## config.mk

```make
export PLATFORM = sky130hd
export DESIGN_NAME = linear_interpolate_u8
export DESIGN_NICKNAME = d
export VERILOG_FILES = /design/src/rtl/core/linterp_pkg.sv /design/src/rtl/core/linear_interpolate_u8.sv /design/src/rtl/core/linterp_front.sv /design/src/rtl/core/linterp_div_cell.sv /design/src/rtl/core/linterp_back.sv
export SDC_FILE = /design/constraint.sdc
export NUM_CORES = 1
export LEC_CHECK = 0
export BUFFER_PORTS_ARGS = -buffer_cell sky130_fd_sc_hd__buf_2
export CORE_MARGIN = 1
export CORE_UTILIZATION = 50
export CTS_CLUSTER_SIZE = 28
export DETAILED_ROUTE_END_ITERATION = 8
export PLACE_DENSITY = 0.66
export SYNTH_ARGS = -nofsm -noshare
export SYNTH_HDL_FRONTEND = slang
export SYNTH_SLANG_ARGS = --single-unit
```

## constraint.sdc

```tcl
create_clock -name clk -period 11.95 [get_ports clk]
set_input_delay 2.39 -clock clk [delete_from_list [all_inputs] [get_ports clk]]
set_output_delay 2.39 -clock clk [all_outputs]
set_load 0.1 [all_outputs]
```

## src/rtl/core/linterp_pkg.sv

```systemverilog
package linterp_pkg;

    typedef struct packed {
        logic in_range;
        logic falling;
    } linterp_ctl_t;

endpackage

```

## src/rtl/core/linear_interpolate_u8.sv

```systemverilog
// Pipeline: a front stage, COORD_WIDTH divider cells and a back stage, each registered.
// Throughput: one transaction per cycle unless stalled; each of the COORD_WIDTH divider
// cells resolves one quotient bit and, when not stalled, passes its item to the next cell.
// Back-pressure: each cell holds its item while the next one is full and stalled.
// Reset: rst_n clears all valid flags asynchronously; payload registers are not reset.
module linear_interpolate_u8 #(
    parameter int COORD_WIDTH = 8
) (
    input  logic                                   clk,
    input  logic                                   rst_n,
    input  logic                                   s_axis_tvalid,
    output logic                                   s_axis_tready,
    // left_x, left_y, right_x, right_y, query_x
    input  logic [((5*COORD_WIDTH+7)/8)*8-1:0]     s_axis_tdata,
    output logic                                   m_axis_tvalid,
    input  logic                                   m_axis_tready,
    // interp_y
    output logic [((COORD_WIDTH+7)/8)*8-1:0]       m_axis_tdata,
    // in_range
    output logic [0:0]                             m_axis_tuser
);

    localparam int W     = COORD_WIDTH;
    localparam int OUT_W = ((COORD_WIDTH + 7) / 8) * 8;

    logic                       valid_bus [0:W];
    logic                       ready_bus [0:W];
    linterp_pkg::linterp_ctl_t  ctl_bus   [0:W];
    logic [W-1:0]               rem_bus   [0:W];
    logic [W-1:0]               lq_bus    [0:W];
    logic [W-1:0]               div_bus   [0:W];
    logic [W-1:0]               y1_bus    [0:W];
    logic [W-1:0]               interp_y;
    logic                       in_range;

    linterp_front #(
        .COORD_WIDTH (W)
    ) u_front (
        .clk      (clk),
        .rst_n    (rst_n),
        .up_valid (s_axis_tvalid),
        .up_ready (s_axis_tready),
        .left_x   (s_axis_tdata[0*W +: W]),
        .left_y   (s_axis_tdata[1*W +: W]),
        .right_x  (s_axis_tdata[2*W +: W]),
        .right_y  (s_axis_tdata[3*W +: W]),
        .query_x  (s_axis_tdata[4*W +: W]),
        .dn_valid (valid_bus[0]),
        .dn_ready (ready_bus[0]),
        .dn_ctl   (ctl_bus[0]),
        .dn_rem   (rem_bus[0]),
        .dn_lq    (lq_bus[0]),
        .dn_div   (div_bus[0]),
        .dn_y1    (y1_bus[0])
    );

    for (genvar i = 0; i < W; i++)
    begin : g_div
        linterp_div_cell #(
            .COORD_WIDTH (W)
        ) u_cell (
            .clk      (clk),
            .rst_n    (rst_n),
            .up_valid (valid_bus[i]),
            .up_ready (ready_bus[i]),
            .up_ctl   (ctl_bus[i]),
            .up_rem   (rem_bus[i]),
            .up_lq    (lq_bus[i]),
            .up_div   (div_bus[i]),
            .up_y1    (y1_bus[i]),
            .dn_valid (valid_bus[i+1]),
            .dn_ready (ready_bus[i+1]),
            .dn_ctl   (ctl_bus[i+1]),
            .dn_rem   (rem_bus[i+1]),
            .dn_lq    (lq_bus[i+1]),
            .dn_div   (div_bus[i+1]),
            .dn_y1    (y1_bus[i+1])
        );
    end

    linterp_back #(
        .COORD_WIDTH (W)
    ) u_back (
        .clk      (clk),
        .rst_n    (rst_n),
        .up_valid (valid_bus[W]),
        .up_ready (ready_bus[W]),
        .up_ctl   (ctl_bus[W]),
        .up_quot  (lq_bus[W]),
        .up_y1    (y1_bus[W]),
        .dn_valid (m_axis_tvalid),
        .dn_ready (m_axis_tready),
        .interp_y (interp_y),
        .in_range (in_range)
    );

    assign m_axis_tdata    = OUT_W'(interp_y);
    assign m_axis_tuser[0] = in_range;

    a_out_of_range_zero: assert property (@(posedge clk) disable iff (!rst_n)
        m_axis_tvalid && !m_axis_tuser[0] |-> interp_y == '0)
        else $error("out-of-range result is not zero");

    a_ready_passes_back: assert property (@(posedge clk) disable iff (!rst_n)
        m_axis_tready |-> s_axis_tready)
        else $error("input stalled while output is ready");

    a_remainder_below_divisor: assert property (@(posedge clk) disable iff (!rst_n)
        valid_bus[W] && ctl_bus[W].in_range |-> rem_bus[W] < div_bus[W])
        else $error("final remainder not below divisor");

endmodule

```

## src/rtl/core/linterp_front.sv

```systemverilog
module linterp_front #(
    parameter int COORD_WIDTH = 8
) (
    input  logic                       clk,
    input  logic                       rst_n,
    input  logic                       up_valid,
    output logic                       up_ready,
    input  logic [COORD_WIDTH-1:0]     left_x,
    input  logic [COORD_WIDTH-1:0]     left_y,
    input  logic [COORD_WIDTH-1:0]     right_x,
    input  logic [COORD_WIDTH-1:0]     right_y,
    input  logic [COORD_WIDTH-1:0]     query_x,
    output logic                       dn_valid,
    input  logic                       dn_ready,
    output linterp_pkg::linterp_ctl_t  dn_ctl,
    output logic [COORD_WIDTH-1:0]     dn_rem,
    output logic [COORD_WIDTH-1:0]     dn_lq,
    output logic [COORD_WIDTH-1:0]     dn_div,
    output logic [COORD_WIDTH-1:0]     dn_y1
);

    localparam int W = COORD_WIDTH;

    logic                       valid_reg;
    logic                       valid_next;
    linterp_pkg::linterp_ctl_t  ctl_reg;
    linterp_pkg::linterp_ctl_t  ctl_next;
    logic [W-1:0]               rem_reg;
    logic [W-1:0]               lq_reg;
    logic [W-1:0]               div_reg;
    logic [W-1:0]               y1_reg;
    logic [W-1:0]               span;
    logic [W-1:0]               offset;
    logic [2*W-1:0]             product;
    logic                       load;

    assign up_ready = !valid_reg || dn_ready;
    assign load     = up_valid && up_ready;

    always_comb
    begin
        ctl_next.in_range = (query_x > left_x) && (query_x < right_x);
        ctl_next.falling  = left_y > right_y;
        span    = ctl_next.falling ? (left_y - right_y) : (right_y - left_y);
        offset  = ctl_next.in_range ? (query_x - left_x) : '0;
        product = (2*W)'(span) * (2*W)'(offset);
    end

    always_comb
    begin
        valid_next = up_ready ? up_valid : valid_reg;
    end

    always_ff @(posedge clk or negedge rst_n)
    begin
        if (!rst_n)
        begin
            valid_reg <= 1'b0;
        end
        else
        begin
            valid_reg <= valid_next;
        end
    end

    always_ff @(posedge clk)
    begin
        if (load)
        begin
            ctl_reg <= ctl_next;
            rem_reg <= product[2*W-1:W];
            lq_reg  <= product[W-1:0];
            div_reg <= right_x - left_x;
            y1_reg  <= left_y;
        end
    end

    assign dn_valid = valid_reg;
    assign dn_ctl   = ctl_reg;
    assign dn_rem   = rem_reg;
    assign dn_lq    = lq_reg;
    assign dn_div   = div_reg;
    assign dn_y1    = y1_reg;

endmodule

```

## src/rtl/core/linterp_div_cell.sv

```systemverilog
module linterp_div_cell #(
    parameter int COORD_WIDTH = 8
) (
    input  logic                       clk,
    input  logic                       rst_n,
    input  logic                       up_valid,
    output logic                       up_ready,
    input  linterp_pkg::linterp_ctl_t  up_ctl,
    input  logic [COORD_WIDTH-1:0]     up_rem,
    input  logic [COORD_WIDTH-1:0]     up_lq,
    input  logic [COORD_WIDTH-1:0]     up_div,
    input  logic [COORD_WIDTH-1:0]     up_y1,
    output logic                       dn_valid,
    input  logic                       dn_ready,
    output linterp_pkg::linterp_ctl_t  dn_ctl,
    output logic [COORD_WIDTH-1:0]     dn_rem,
    output logic [COORD_WIDTH-1:0]     dn_lq,
    output logic [COORD_WIDTH-1:0]     dn_div,
    output logic [COORD_WIDTH-1:0]     dn_y1
);

    localparam int W = COORD_WIDTH;

    logic                       valid_reg;
    logic                       valid_next;
    linterp_pkg::linterp_ctl_t  ctl_reg;
    logic [W-1:0]               rem_reg;
    logic [W-1:0]               rem_next;
    logic [W-1:0]               lq_reg;
    logic [W-1:0]               lq_next;
    logic [W-1:0]               div_reg;
    logic [W-1:0]               y1_reg;
    logic [W:0]                 trial;
    logic [W:0]                 diff;
    logic                       take;
    logic                       load;

    assign up_ready = !valid_reg || dn_ready;
    assign load     = up_valid && up_ready;

    always_comb
    begin
        trial    = {up_rem, up_lq[W-1]};
        diff     = trial - {1'b0, up_div};
        take     = trial >= {1'b0, up_div};
        rem_next = take ? diff[W-1:0] : trial[W-1:0];
        lq_next  = {up_lq[W-2:0], take};
    end

    always_comb
    begin
        valid_next = up_ready ? up_valid : valid_reg;
    end

    always_ff @(posedge clk or negedge rst_n)
    begin
        if (!rst_n)
        begin
            valid_reg <= 1'b0;
        end
        else
        begin
            valid_reg <= valid_next;
        end
    end

    always_ff @(posedge clk)
    begin
        if (load)
        begin
            ctl_reg <= up_ctl;
            rem_reg <= rem_next;
            lq_reg  <= lq_next;
            div_reg <= up_div;
            y1_reg  <= up_y1;
        end
    end

    assign dn_valid = valid_reg;
    assign dn_ctl   = ctl_reg;
    assign dn_rem   = rem_reg;
    assign dn_lq    = lq_reg;
    assign dn_div   = div_reg;
    assign dn_y1    = y1_reg;

endmodule

```

## src/rtl/core/linterp_back.sv

```systemverilog
module linterp_back #(
    parameter int COORD_WIDTH = 8
) (
    input  logic                       clk,
    input  logic                       rst_n,
    input  logic                       up_valid,
    output logic                       up_ready,
    input  linterp_pkg::linterp_ctl_t  up_ctl,
    input  logic [COORD_WIDTH-1:0]     up_quot,
    input  logic [COORD_WIDTH-1:0]     up_y1,
    output logic                       dn_valid,
    input  logic                       dn_ready,
    output logic [COORD_WIDTH-1:0]     interp_y,
    output logic                       in_range
);

    localparam int W = COORD_WIDTH;

    logic          valid_reg;
    logic          valid_next;
    logic [W-1:0]  y_reg;
    logic [W-1:0]  y_next;
    logic          range_reg;
    logic          load;

    assign up_ready = !valid_reg || dn_ready;
    assign load     = up_valid && up_ready;

    always_comb
    begin
        if (!up_ctl.in_range)
        begin
            y_next = '0;
        end
        else if (up_ctl.falling)
        begin
            y_next = up_y1 - up_quot;
        end
        else
        begin
            y_next = up_y1 + up_quot;
        end
    end

    always_comb
    begin
        valid_next = up_ready ? up_valid : valid_reg;
    end

    always_ff @(posedge clk or negedge rst_n)
    begin
        if (!rst_n)
        begin
            valid_reg <= 1'b0;
        end
        else
        begin
            valid_reg <= valid_next;
        end
    end

    always_ff @(posedge clk)
    begin
        if (load)
        begin
            y_reg     <= y_next;
            range_reg <= up_ctl.in_range;
        end
    end

    assign dn_valid = valid_reg;
    assign interp_y = y_reg;
    assign in_range = range_reg;

endmodule

```

# [Word-level counts from Yosys, hierarchy flattened]
# Cells that the tools add are included.
[word_totals] ff_bits=309 output_inout_bits=11 elab_cells=130
[classes] n_addsub=13 n_mul=1 order_cmp=11 muxes=10 reduce_logical=31
[ops] cell="8-bit subtractor" count=12
[ops] cell="8-bit 2-to-1 mux" count=10
[ops] cell="9-bit by 8-bit >= comparator with 1-bit output" count=8
[ops] cell="8-bit greater-than comparator" count=2
[ops] cell="8-bit by 8-bit multiplier with 16-bit output" count=1
[ops] cell="1-bit logical AND" count=11
[ops] cell="1-bit logical NOT" count=10
[ops] cell="1-bit logical OR" count=10
[ops] cell="8-bit adder" count=1
[ops] cell="8-bit less-than comparator" count=1

# [Longest topological paths before layout]
# Gate-level depths: netlist (run 1).
[logic_depth] word_depth=12 depth_mapped=26 depth_no_buf=25

# [Modules after synthesis]
# A second synthesis (run 1) with hierarchy kept.
[unflattened] cells_unflattened=1421 hier_area_um2=18362.6
[modules_own_cells] mod="linterp_div_cell at g_div[0].u_cell ..." instances=6 cells_per_inst=104 area_each_um2=1604.0 seq_area_each_um2=1046.0
[modules_own_cells] mod="linterp_front" instances=1 cells_per_inst=499 area_each_um2=4748.3 seq_area_each_um2=1046.0
[modules_own_cells] mod="linterp_div_cell at g_div[3].u_cell ..." instances=2 cells_per_inst=107 area_each_um2=1585.3 seq_area_each_um2=1046.0
[modules_own_cells] mod="linterp_back" instances=1 cells_per_inst=84 area_each_um2=819.5 seq_area_each_um2=295.3

# [Worst setup path after synthesis (run 1)]
# Ideal clock, no wire load.
[synth_timing] path_kind="input -> register" startpoint="input s_axis_tdata[8]" endpoint="register u_front.rem_reg[6] (netlist: u_front.dn_rem[6]) (data pin)" setup_ns=0.258 arrival_ns=7.886 setup_slack_ns=3.807 path_stages=26 path_buffers=1 cell_sequence="inv_1 > ha_1 > inv_1 > fa_1 > a21oi_2 > or3b_1 > a31o_1 > buf_6 > mux2i_1 > xor2_1 > nor2_1 > fa_1 > inv_1 > fa_1 > inv_1 > fa_1 > inv_1 > fa_1 > inv_1 > ha_1 > nand3_1 > o211ai_1 > o41ai_1 > o31ai_1 > a21oi_1 > xnor2_1"
[synth_via] elab_chain_cells=3 elab_cells_between_ends=5 classes_between="2 x add/sub; 1 x mul; 1 x order compare; 1 x mux"
[synth_lines] item="from (decl)" line="linear_interpolate_u8.sv:14" text="input logic [((5*COORD_WIDTH+7)/8)*8-1:0] s_axis_tdata,"
[synth_lines] item="8-bit subtractor or 8-bit greater-than comparator (tied branches)" line="linterp_front.sv:44, linterp_front.sv:43"
[synth_lines] item="8-bit 2-to-1 mux *" line="linterp_front.sv:44" text="span = ctl_next.falling ? (left_y - right_y) : (right_y - left_y);"
[synth_lines] item="8-bit by 8-bit multiplier with 16-bit output *" line="linterp_front.sv:46" text="product = (2*W)'(span) * (2*W)'(offset);"
[synth_lines] item="via u_front.product[14]" line="linterp_front.sv:34" text="logic [2*W-1:0] product;"
[synth_lines] item="to (signal assigned)" line="linterp_front.sv:71" text="rem_reg <= product[2*W-1:W];"
[synth_lines] item="to (decl)" line="linterp_front.sv:28" text="logic [W-1:0] rem_reg;"
# The timed path passes the listed nets; every way through them passes the cells marked *.
# A chain may end at the register's enable or synchronous reset.

# [Worst setup path in the final report (run 1)]
# Ends and elaborated chain as after synthesis.

==> metrics, run 1 <==
status completed; core area 33600 um^2; via-per-instance ratio 5.30; hold buffer count at cts 0; crit end category flop; Reg-to-Reg Start g_div[2].u_cell.dn_rem[0]$_DFFE_PP_; worst-case clock buffer depth 3; Comb pwr share 0.412; syn_nets 1640; VDD IR max 0.166 mV; Seq/Total Area, Yosys 0.539; WP data arrival 8.62 ns; hold crit path type flop to flop; WL/cell 14.5 um; Post-CTS Resized 0; worst path cell trace buf_2 > inv_1 > ha_1 > and4_1 > o2bb2ai_1 > a31o_1 > mux2i_1 > xor2_1 > nor2_1 > fa_1 > inv_1 > fa_1 > inv_1 > fa_1 > inv_1 > fa_1 > inv_1 > ha_1 > nand3_1 > o211ai_1 > o41ai_1 > o31ai_1 > a21oi_1 > xnor2_1; share of layout cells above drive strength 1 0.103; critical path required time 12.26 ns; # DRC 0; CP most frequent cell inv_1; Post-DRT Antenna Nets 0; synthesized area 17100 um^2; most frequent cells in the layout 299 x edfxtp_1, 213 x inv_1, 145 x ha_1, 89 x nor2_1, 54 x buf_2; post-CTS setup buffer count 0; I/O Buffers 54; slowest CP cell fa_1; Starting Density 0.510; fin worst setup slack 3.64 ns; overflow left after global routing 0; Root Driver clkbuf_16; Layout Utilization 0.562; initial antenna violation count 0; Synth Register Bits 309; Finished Cell Area 18900 um^2; clock network fraction of total power 0.194; Crit Path Max Fanout 9; Final Cycle Share 0.696; worst-margin pin slew 1.01 ns; Post-synth ARST share 0.0324; multi-input logic area 7050 um^2; Setup TNS 0 ns; Antenna Cells 0; clock latency on the worst-skew pair 0.56 ns; synthesis warning total 0; Placed Area 18000 um^2; Netlist cell types 63; hold path start g_div[6].u_cell.dn_y1[7]$_DFFE_PP_; Slew Limit Fails 0; routed vias 10300; routability cong. 0.852; drt pass-1 iters 7; commonest non-fill, non-tap cell in the layout edfxtp_1; CP max stage delay 0.55 ns; Final Non-Filler Cells 1950; Crit. Startpoint s_axis_tdata[8]; TritonCTS clock tree yes; Avg Inst Size Synth 12.2 um^2; Filler Cell Count 2791; WHS 0.413 ns; switching pwr 1.60 mW; Fmax achieved 120 MHz; cell internal pwr 2.93 mW; Seq. cell area 9230 um^2; Pleak 7.99 nW; endpoints failing setup 0; Final Hold Viols 0; Clk pin slew, worst setup/hold paths 0.06 ns; Max Cap Viol 0; IO Pins 55; Layout area overhead 10.3%; Die H 187 um; Slew headroom 0.324; CP startpoint kind input port; RSZ-0062 raised after global routing false; Layout Skew 0.0103 ns; crit path time final 8.31 ns; wirelength, routed 28300 um; Inst Count DP 1896; Pwr Density 240 nW/um^2; worst setup path class input port to flop; Design Power 4.54 mW; switching share of power 0.353; die area 35000 um^2; Rows 67; post-DP HPWL 22000 um; DR iter-0 viols 516; most used flip-flop cell after synthesis edfxtp_1; cts bufs inserted 31; Post-synth EDFFs 299; pre-CTS setup slack 3.12 ns; CTS H-Tree Depth 1; die width 187 um; largest net degree at the start of global routing 35; CTS Sinks 309; gr usage total 0.164; first-pass GRT wire length 47600 um; final net count 1718; sequential share of power 0.394; Cells after Synth 1403; vias in the first global route 10400
-- area by class of cell --
class	instances	share of cell area
sequential	309	0.488
multi-input combinational	863	0.373
inverter	213	0.0423
clock buffer	35	0.0418
tap	448	0.0296
timing repair buffer	63	0.0179
clock inverter	19	0.00741
-- kinds of logic (layout without fill, tap and decap cells) --
| logic type | Yosys count | after routing | synth area share |
|---|---|---|---|
| AO/OA/AOI/OAI | 229 | 229 | 0.0908 |
| XOR/XNOR | 58 | 58 | 0.0296 |
| adder cells (fa/ha/maj) | 193 | 193 | 0.162 |
| buffers and inverters | 231 | 330 | 0.0515 |
| flip-flops | 309 | 309 | 0.539 |
| multiplexers | 44 | 44 | 0.0272 |
| AND/OR/NAND/NOR | 339 | 339 | 0.101 |
-- flip-flops by register name, summed over array words and instances, names as in the netlist, 2 cells and up --
signal	cells
u_back.interp_y	8
g_div.u_cell.dn_y1	64
g_div.u_cell.dn_valid	8
g_div.u_cell.dn_div	56
u_front.dn_rem	8
u_front.dn_ctl	2
g_div.u_cell.dn_lq	64
u_front.dn_div	8
u_front.dn_y1	8
g_div.u_cell.dn_ctl	16
g_div.u_cell.dn_rem	56
u_front.dn_lq	8
-- power by group through the flow --
stage | logic, mW | clock network, mW | registers (mW)
floorplan | 1.39 | 0 | 1.87
global placement | 1.82 | 0 | 1.80
detailed placement | 1.87 | 0 | 1.81
CTS | 1.88 | 0.908 | 1.79
global route | 2.10 | 0.946 | 1.82
finish | 1.87 | 0.878 | 1.79
-- layer usage --
| metal | part of all wire | global-route usage | routed length, um | vias to the layer above |
|---|---|---|---|---|
| li1 | - | - | - | 5183 |
| met1 | 0.40 | 0.184 | 11300 | 4908 |
| met2 | 0.54 | 0.313 | 15200 | 181 |
| met3 | 0.033 | 0.0221 | 921 | 68 |
| met4 | 0.032 | 0.0612 | 912 | 0 |
| met5 | 0 | 0 | 0 | - |
-- worst max-delay path: cells and delay by family --
family	cells	cell delay [ns]
buffers and inverters	6	0.35
adders and majority gates	6	2.92
AOI/OAI and AO/OA	6	1.60
and+or+nand+nor	3	0.50
xor gates and xnor gates	2	0.60
muxes	1	0.26
-- final timing paths --
path,to,slack [ns],depth (start not counted)
max in group asynchronous,g_div[5].u_cell.dn_valid$_DFFE_PN0P_,10.08,1
worst max-delay path,u_front.dn_rem[6]$_DFFE_PP_,3.64,24
worst min register to register,g_div[7].u_cell.dn_y1[7]$_DFFE_PP_,0.41,0
min in group asynchronous,u_front.dn_valid$_DFFE_PN0N_,1.69,1
worst max register to register,g_div[3].u_cell.dn_rem[2]$_DFFE_PP_,9.29,7
worst min-delay path,g_div[7].u_cell.dn_y1[7]$_DFFE_PP_,0.41,0
-- cell usage after synthesis, types with 3 or more instances --
cell,count,share of area
o211ai_1,9,0.0039
nand4_1,13,0.0047
and4_1,6,0.0031
mux2_2,20,0.013
and2_1,13,0.0047
nand2b_1,13,0.0047
clkbuf_1,12,0.0026
or3_1,7,0.0026
o31ai_1,16,0.0070
edfxtp_1,299,0.52
a221oi_1,7,0.0036
or4_1,3,0.0013
and3_1,11,0.0040
a21oi_1,45,0.013
nor2b_1,32,0.012
nand2_1,45,0.0099
a21o_1,25,0.011
o21a_1,19,0.0083
inv_1,213,0.047
or2_1,4,0.0015
fa_1,48,0.056
xnor2_1,46,0.024
buf_2,3,0.00088
o31a_1,5,0.0026
nor3_1,51,0.015
o21ai_0,36,0.011
nand3_1,25,0.0073
o41ai_1,6,0.0031
nor3b_1,3,0.0013
a211oi_1,10,0.0044
o311ai_0,4,0.0020
o21ai_2,4,0.0020
nor4_1,5,0.0018
dfrtp_1,10,0.015
o21bai_1,5,0.0022
nor2_1,89,0.019
xor2_1,12,0.0061
mux2i_1,24,0.014
or2_2,14,0.0051
a31oi_1,13,0.0047
a21boi_0,9,0.0039
ha_1,145,0.11
No activity file was read; power rests on OpenSTA's default activity.
==> inputs of run 2 (changes only) <==
Settings changed: PLACE_DENSITY 0.66 to 0.69.
Clock period 11.95 ns to 6.9 ns, I/O delays scaled along.
==> metrics, run 2 (same netlist as run 1, synthesis figures left out) <==
status completed (unchanged); Post-DRT Antenna Nets 0 (unchanged); worst-case clock buffer depth 3 (unchanged); RSZ-0062 raised after global routing false (unchanged); Max Cap Viol 0 (unchanged); overflow left after global routing 0 (unchanged); cell internal pwr 5.30 mW (was 2.93 mW); switching pwr 2.83 mW (was 1.60 mW); switching share of power 0.348 (was 0.353); pre-CTS setup slack -0.234 ns (was 3.12 ns); die width 187 um (unchanged); critical path required time 7.20 ns (was 12.26 ns); Slew Limit Fails 0 (unchanged); CP max stage delay 0.54 ns (was 0.55 ns); routed vias 10700 (was 10300); CTS H-Tree Depth 1 (unchanged); IO Pins 55 (unchanged); die area 35000 um^2 (unchanged); Crit Path Max Fanout 5 (was 9); VDD IR max 0.357 mV (was 0.166 mV); Comb pwr share 0.414 (was 0.412); Rows 67 (unchanged); cts bufs inserted 31 (unchanged); DR iter-0 viols 433 (was 516); final net count 1807 (was 1718); Pleak 8.45 nW (was 7.99 nW); Die H 187 um (unchanged); crit path time final 6.54 ns; Clk pin slew, worst setup/hold paths 0.06 ns (about the same); # DRC 0 (unchanged); Antenna Cells 0 (unchanged); Final Non-Filler Cells 2042 (was 1950); commonest non-fill, non-tap cell in the layout edfxtp_1 (unchanged); Inst Count DP 1985 (was 1896); hold crit path type flop to flop (unchanged); wirelength, routed 29400 um (was 28300 um); TritonCTS clock tree yes (unchanged); slowest CP cell fa_1 (unchanged); share of layout cells above drive strength 1 0.159 (was 0.103); worst-margin pin slew 1.00 ns (was 1.01 ns); Layout Skew 0.0247 ns (was 0.0103 ns); drt pass-1 iters 5 (was 7); crit end category flop (unchanged); first-pass GRT wire length 49900 um (was 47600 um); endpoints failing setup 0 (unchanged); post-DP HPWL 22900 um (was 22000 um); Post-CTS Resized 0 (unchanged); routability cong. 0.900 (was 0.852); hold buffer count at cts 0 (unchanged); fin worst setup slack 0.359 ns (was 3.64 ns); Pwr Density 412 nW/um^2 (was 240 nW/um^2); Layout area overhead 15.0% (was 10.3%); Starting Density 0.510 (unchanged); Reg-to-Reg Start g_div[3].u_cell.dn_div[1]$_DFFE_PP_ (was g_div[2].u_cell.dn_rem[0]$_DFFE_PP_); Final Hold Viols 0 (unchanged); Layout Utilization 0.586 (was 0.562); via-per-instance ratio 5.23 (was 5.30); Setup TNS 0 ns (unchanged); gr usage total 0.171 (was 0.164); worst setup path class input port to flop (unchanged); Root Driver clkbuf_16 (unchanged); CP startpoint kind input port (unchanged); Crit. Startpoint s_axis_tdata[8] (unchanged); WL/cell 14.4 um (was 14.5 um); clock latency on the worst-skew pair 0.56 ns (about the same); Slew headroom 0.331 (was 0.324); sequential share of power 0.382 (was 0.394); Fmax achieved 153 MHz; Final Cycle Share 0.948; initial antenna violation count 0 (unchanged); CTS Sinks 309 (unchanged); Filler Cell Count 2693 (was 2791); clock network fraction of total power 0.204 (was 0.194); vias in the first global route 10900 (was 10400); post-CTS setup buffer count 0 (unchanged); most frequent cells in the layout 299 x edfxtp_1, 213 x inv_1, 144 x ha_1, 98 x buf_4, 89 x nor2_1 (was 299 x edfxtp_1, 213 x inv_1, 145 x ha_1, 89 x nor2_1, 54 x buf_2); core area 33600 um^2 (unchanged); I/O Buffers 54 (unchanged); hold path start g_div[2].u_cell.dn_y1[7]$_DFFE_PP_ (was g_div[6].u_cell.dn_y1[7]$_DFFE_PP_); largest net degree at the start of global routing 35 (unchanged); WP data arrival 6.84 ns (was 8.62 ns)
==> run 2: changes by cell type in the layout (fill, tap and decap cells not counted), sizes merged <==
cell,change
bufinv,+3
buf,+89
inv,+2
clkinvlp,+3
clkbuf,-3
clkinv,-2
==> run 2: worst paths after layout <==
path / endpoint / slack, ns / cells past startpoint
worst max-delay path: u_front.dn_rem[6]$_DFFE_PP_ / 0.36 / 25
worst min-delay path: g_div[3].u_cell.dn_y1[7]$_DFFE_PP_ / 0.41 / 0
worst max register to register: g_div[4].u_cell.dn_rem[0]$_DFFE_PP_ / 4.18 / 8
worst min register to register: g_div[3].u_cell.dn_y1[7]$_DFFE_PP_ / 0.41 / 0
max in group asynchronous: u_back.dn_valid$_DFFE_PN0P_ / 6.04 / 1
min in group asynchronous: u_front.dn_valid$_DFFE_PN0N_ / 0.67 / 1
==> run 2: worst max-delay path: cells and delay by family <==
kind,cells,cell delay [ns]
buffers and inverters,7,0.53
adders and majority gates,7,2.71
muxes,1,0.13
xor gates and xnor gates,1,0.08
and+or+nand+nor,3,0.76
AOI/OAI and AO/OA,6,1.25
==> run 2: stage by stage <==
stage / power (mW) / area (um^2) / hold WS (ns)
final: 8.12 / 19700 / 0.412
after global routing: 8.71 / 19700 / 0.417
after CTS: 8.20 / 19700 / 0.416
after detailed placement: 6.50 / 18700 / 0.405
after global placement: 6.41 / 18700 / 0.401
after floorplan: 5.67 / 17200 / 0.400
==> run 2: power groups by stage <==
| stage | clock, mW | sequential, mW | combinational (mW) |
|---|---|---|---|
| floorplan | 0 | 3.24 | 2.42 |
| global placement | 0 | 3.13 | 3.28 |
| detailed placement | 0 | 3.14 | 3.36 |
| CTS | 1.71 | 3.11 | 3.39 |
| global route | 1.78 | 3.16 | 3.77 |
| finish | 1.66 | 3.10 | 3.36 |
==> run 2: area by class of cell <==
type	count	area (um^2)	share of cell area
clock buffer	32	779	0.0395
clock inverter	25	248	0.0126
inverter	213	800	0.0406
multi-input combinational	863	7090	0.360
sequential	309	9230	0.468
tap	448	561	0.0284
timing repair buffer	152	1010	0.0510
==> run 2: layer usage <==
layer	up-vias	track usage	routed length, um
met1	5122	0.200	12200
met3	63	0.0205	720
met5	-	0	0
li1	5370	-	-
met4	0	0.0511	767
met2	132	0.326	15700
==> inputs of run 3 (changes only) <==
Settings changed: ABC_AREA set to 1, BUFFER_PORTS_ARGS -buffer_cell sky130_fd_sc_hd__buf_2 to not set, DONT_BUFFER_PORTS set to 1, PLACE_DENSITY 0.69 to 0.68, RECOVER_POWER set to 100.
==> metrics, run 3 <==
WP data arrival 6.52 ns (was 6.84 ns); I/O Buffers 0 (was 54); IO Pins 55 (unchanged); Clk pin slew, worst setup/hold paths 0.06 ns (about the same); first-pass GRT wire length 52600 um (was 49900 um); Post-synth ARST share 0.0324 (unchanged); Reg-to-Reg Start u_back.dn_valid$_DFFE_PN0P_ (was g_div[3].u_cell.dn_div[1]$_DFFE_PP_); routed vias 11300 (was 10700); commonest non-fill, non-tap cell in the layout nand2_1 (was edfxtp_1); final net count 2002 (was 1807); Max Cap Viol 8 (was 0); most used flip-flop cell after synthesis edfxtp_1 (unchanged); DR iter-0 viols 596 (was 433); Synth area leader edfxtp_1 (unchanged); pre-CTS setup slack 0.321 ns (was -0.234 ns); overflow left after global routing 0 (unchanged); Fmax achieved 161 MHz (was 153 MHz); critical path required time 7.21 ns (was 7.20 ns); worst-case clock buffer depth 3 (unchanged); via-per-instance ratio 5.03 (was 5.23); Antenna Cells 0 (unchanged); violated checks max-capacitance violations, max-slew violations; Post-Synth Simple-Gate Area 0.170 (was 0.101); Cells after Synth 1730 (was 1403); worst setup path class input port to flop (unchanged); Filler Cell Count 2925 (was 2693); initial antenna violation count 0 (unchanged); status complete, but fails checks (was completed); FF-to-FF setup slack 2.31 ns (was 4.18 ns); XOR/XNOR Fraction of Synth Area 0.0307 (was 0.0296); hold buffer count at cts 0 (unchanged); CTS Sinks 309 (unchanged); die width 190 um (was 187 um); Seq/Total Area, Yosys 0.522 (was 0.539); gr usage total 0.180 (was 0.171); top-area cell type share of the netlist area 0.508 (was 0.524); worst-margin pin slew 3.42 ns (was 1.00 ns); Slew headroom -1.28 (was 0.331); CP most frequent cell inv_1; worst reg2reg endpoint g_div[0].u_cell.dn_rem[0]$_DFFE_PP_ (was g_div[4].u_cell.dn_rem[0]$_DFFE_PP_); Root Driver clkbuf_16 (unchanged); RSZ-0062 raised after global routing false (unchanged); slowest CP cell fa_1 (unchanged); Crit Path Max Fanout 8 (was 5); Starting Density 0.510 (about the same); wirelength, routed 31100 um (was 29400 um); Hold Crit Endpoint g_div[0].u_cell.dn_y1[6]$_DFFE_PP_ (was g_div[3].u_cell.dn_y1[7]$_DFFE_PP_); drt pass-1 iters 7 (was 5); syn_nets 1967 (was 1640); crit path time final 6.22 ns (was 6.54 ns); Layout area overhead 8.13% (was 15.0%); Seq. cell area 9230 um^2 (unchanged); vias in the first global route 11300 (was 10900); Slew Limit Fails 280 (was 0); Avg Inst Size Synth 10.2 um^2 (was 12.2 um^2); Netlist cell types 45 (was 63); Rows 68 (was 67); Final Cycle Share 0.901 (was 0.948); endpoints failing setup 0 (unchanged); Post-synth EDFFs 299 (unchanged); R2R cell count 7 (was 8); Die H 190 um (was 187 um); CTS H-Tree Depth 1 (unchanged); Layout Skew 0.0142 ns (was 0.0247 ns); post-CTS setup buffer count 0 (unchanged); Post-DRT Antenna Nets 0 (unchanged); hold crit path type flop to flop (unchanged); share of layout cells above drive strength 1 0.0508 (was 0.159); VDD IR max 0.370 mV (was 0.357 mV); Post-CTS Resized 0 (unchanged); Pwr Density 420 nW/um^2 (was 412 nW/um^2); most frequent cells after synthesis 379 x nand2_1, 321 x inv_1, 299 x edfxtp_1, 145 x ha_1, 133 x nor2_1 (was 299 x edfxtp_1, 213 x inv_1, 145 x ha_1, 89 x nor2_1, 51 x nor3_1); Hold Path Depth 0 (unchanged); routability cong. 0.930 (was 0.900); compound-gate portion of the synthesized area 0.0479 (was 0.0907); most frequent cells in the layout 385 x nand2_1, 321 x inv_1, 299 x edfxtp_1, 145 x ha_1, 132 x nor2_1 (was 299 x edfxtp_1, 213 x inv_1, 144 x ha_1, 98 x buf_4, 89 x nor2_1); cts bufs inserted 31 (unchanged); synthesized area 17700 um^2 (was 17100 um^2); Pleak 8.99 nW (was 8.45 nW); WL/cell 13.9 um (was 14.4 um); TritonCTS clock tree yes (unchanged); synth top area cells edfxtp_1 51%, ha_1 10%, nand2_1 8.0% (was edfxtp_1 52%, ha_1 11%, fa_1 5.6%); synthesis warning total 0 (unchanged); crit end category flop (unchanged); Synth Register Bits 309 (unchanged); CP max stage delay 0.54 ns (about the same); largest net degree at the start of global routing 35 (unchanged); hold path start u_front.dn_y1[6]$_DFFE_PP_ (was g_div[2].u_cell.dn_y1[7]$_DFFE_PP_); largest family of logic cells by synthesized area simple AND/OR/NAND/NOR gates (was adder cells); area share of fa/ha/maj cells after synthesis 0.157 (was 0.162); most frequent cell after synthesis nand2_1 (was edfxtp_1); multi-input logic area 7100 um^2 (was 7090 um^2); Setup TNS 0 ns (unchanged); CP startpoint kind input port (unchanged); core area 34600 um^2 (was 33600 um^2); Final Hold Viols 0 (unchanged); # DRC 0 (unchanged); post-DP HPWL 24800 um (was 22900 um); clock latency on the worst-skew pair 0.57 ns (was 0.56 ns); die area 36100 um^2 (was 35000 um^2); mux contribution to synthesized area 0 (was 0.0272); fin worst setup slack 0.684 ns (was 0.359 ns)
run 3: changes by cell type in the layout (fill, tap and decap cells not counted), moves of 43 or more:
cell | before | now
nand3_1 | 25 | 97
inv_1 | 213 | 321
nor3_1 | 51 | 6
nand2_1 | 45 | 385
buf_4 | 98 | 2
nor2_1 | 89 | 132
buf_2 | 54 | 0
run 3: layer usage:
metal  up-vias  share of wire  GRT usage
met4         0          0.025     0.0546
li1       5768              -          -
met1      5257           0.42      0.209
met5         -              0          0
met2       219           0.52      0.341
met3        55          0.040     0.0256
run 3: kinds of logic after synthesis:
group | after synthesis
compound gates | 148
xor+xnor | 62
fa+ha+maj | 193
buf+inv | 331
flops | 309
simple gates | 687
run 3: how the worst max path moves through the flow:
stage | endpoint | depth (start not counted) | startpoint
floorplan | u_front.dn_rem[6]$_DFFE_PP_ | 25 | s_axis_tdata[32]
finish | u_front.dn_rem[4]$_DFFE_PP_ | 25 | s_axis_tdata[8]
detailed placement | u_front.dn_rem[6]$_DFFE_PP_ | 24 | s_axis_tdata[32]
global route | u_front.dn_rem[4]$_DFFE_PP_ | 25 | s_axis_tdata[8]
global placement | u_front.dn_rem[0]$_DFFE_PP_ | 23 | s_axis_tdata[32]
CTS | u_front.dn_rem[4]$_DFFE_PP_ | 24 | s_axis_tdata[32]
run 3: layout make-up:
cell class              instances  area share
flip-flops and latches        309       0.483
multi-input cells            1090       0.371
inverters                     324      0.0636
clock buffers                  33      0.0410
well taps                     455      0.0298
clock inverters                25     0.00910
repair buffers                  9     0.00216
run 3: through the flow:
step                      hold WS (ns)  utilization  instance area (um^2)  power, mW  cells
after floorplan                  0.400            -                 17700       5.87   1730
after global placement           0.401        0.528                 18300       6.47   2187
after detailed placement         0.405        0.528                 18300       6.56   2187
after CTS                        0.400        0.555                 19200       8.15   2245
after global routing             0.420        0.552                 19100       8.72   2245
final                            0.407        0.552                 19100       8.03   2245
run 3: report_power, final:
| group | total, mW | internal [mW] | leakage [nW] | switching [mW] |
|---|---|---|---|---|
| logic | 3.07 | 1.13 | 5.46 | 1.94 |
| registers | 3.41 | 2.94 | 3.05 | 0.463 |
| clock network | 1.56 | 0.864 | 0.478 | 0.693 |
| total | 8.03 | 4.94 | 8.99 | 3.09 |
run 3: worst max-delay path, delay by kind of cell:
kind	cells	cell delay (ns)
AO/OA/AOI/OAI	4	1.00
AND/OR/NAND/NOR	6	0.74
buffers and inverters	7	0.38
XOR/XNOR	1	0.15
adder cells (fa/ha/maj)	7	2.87
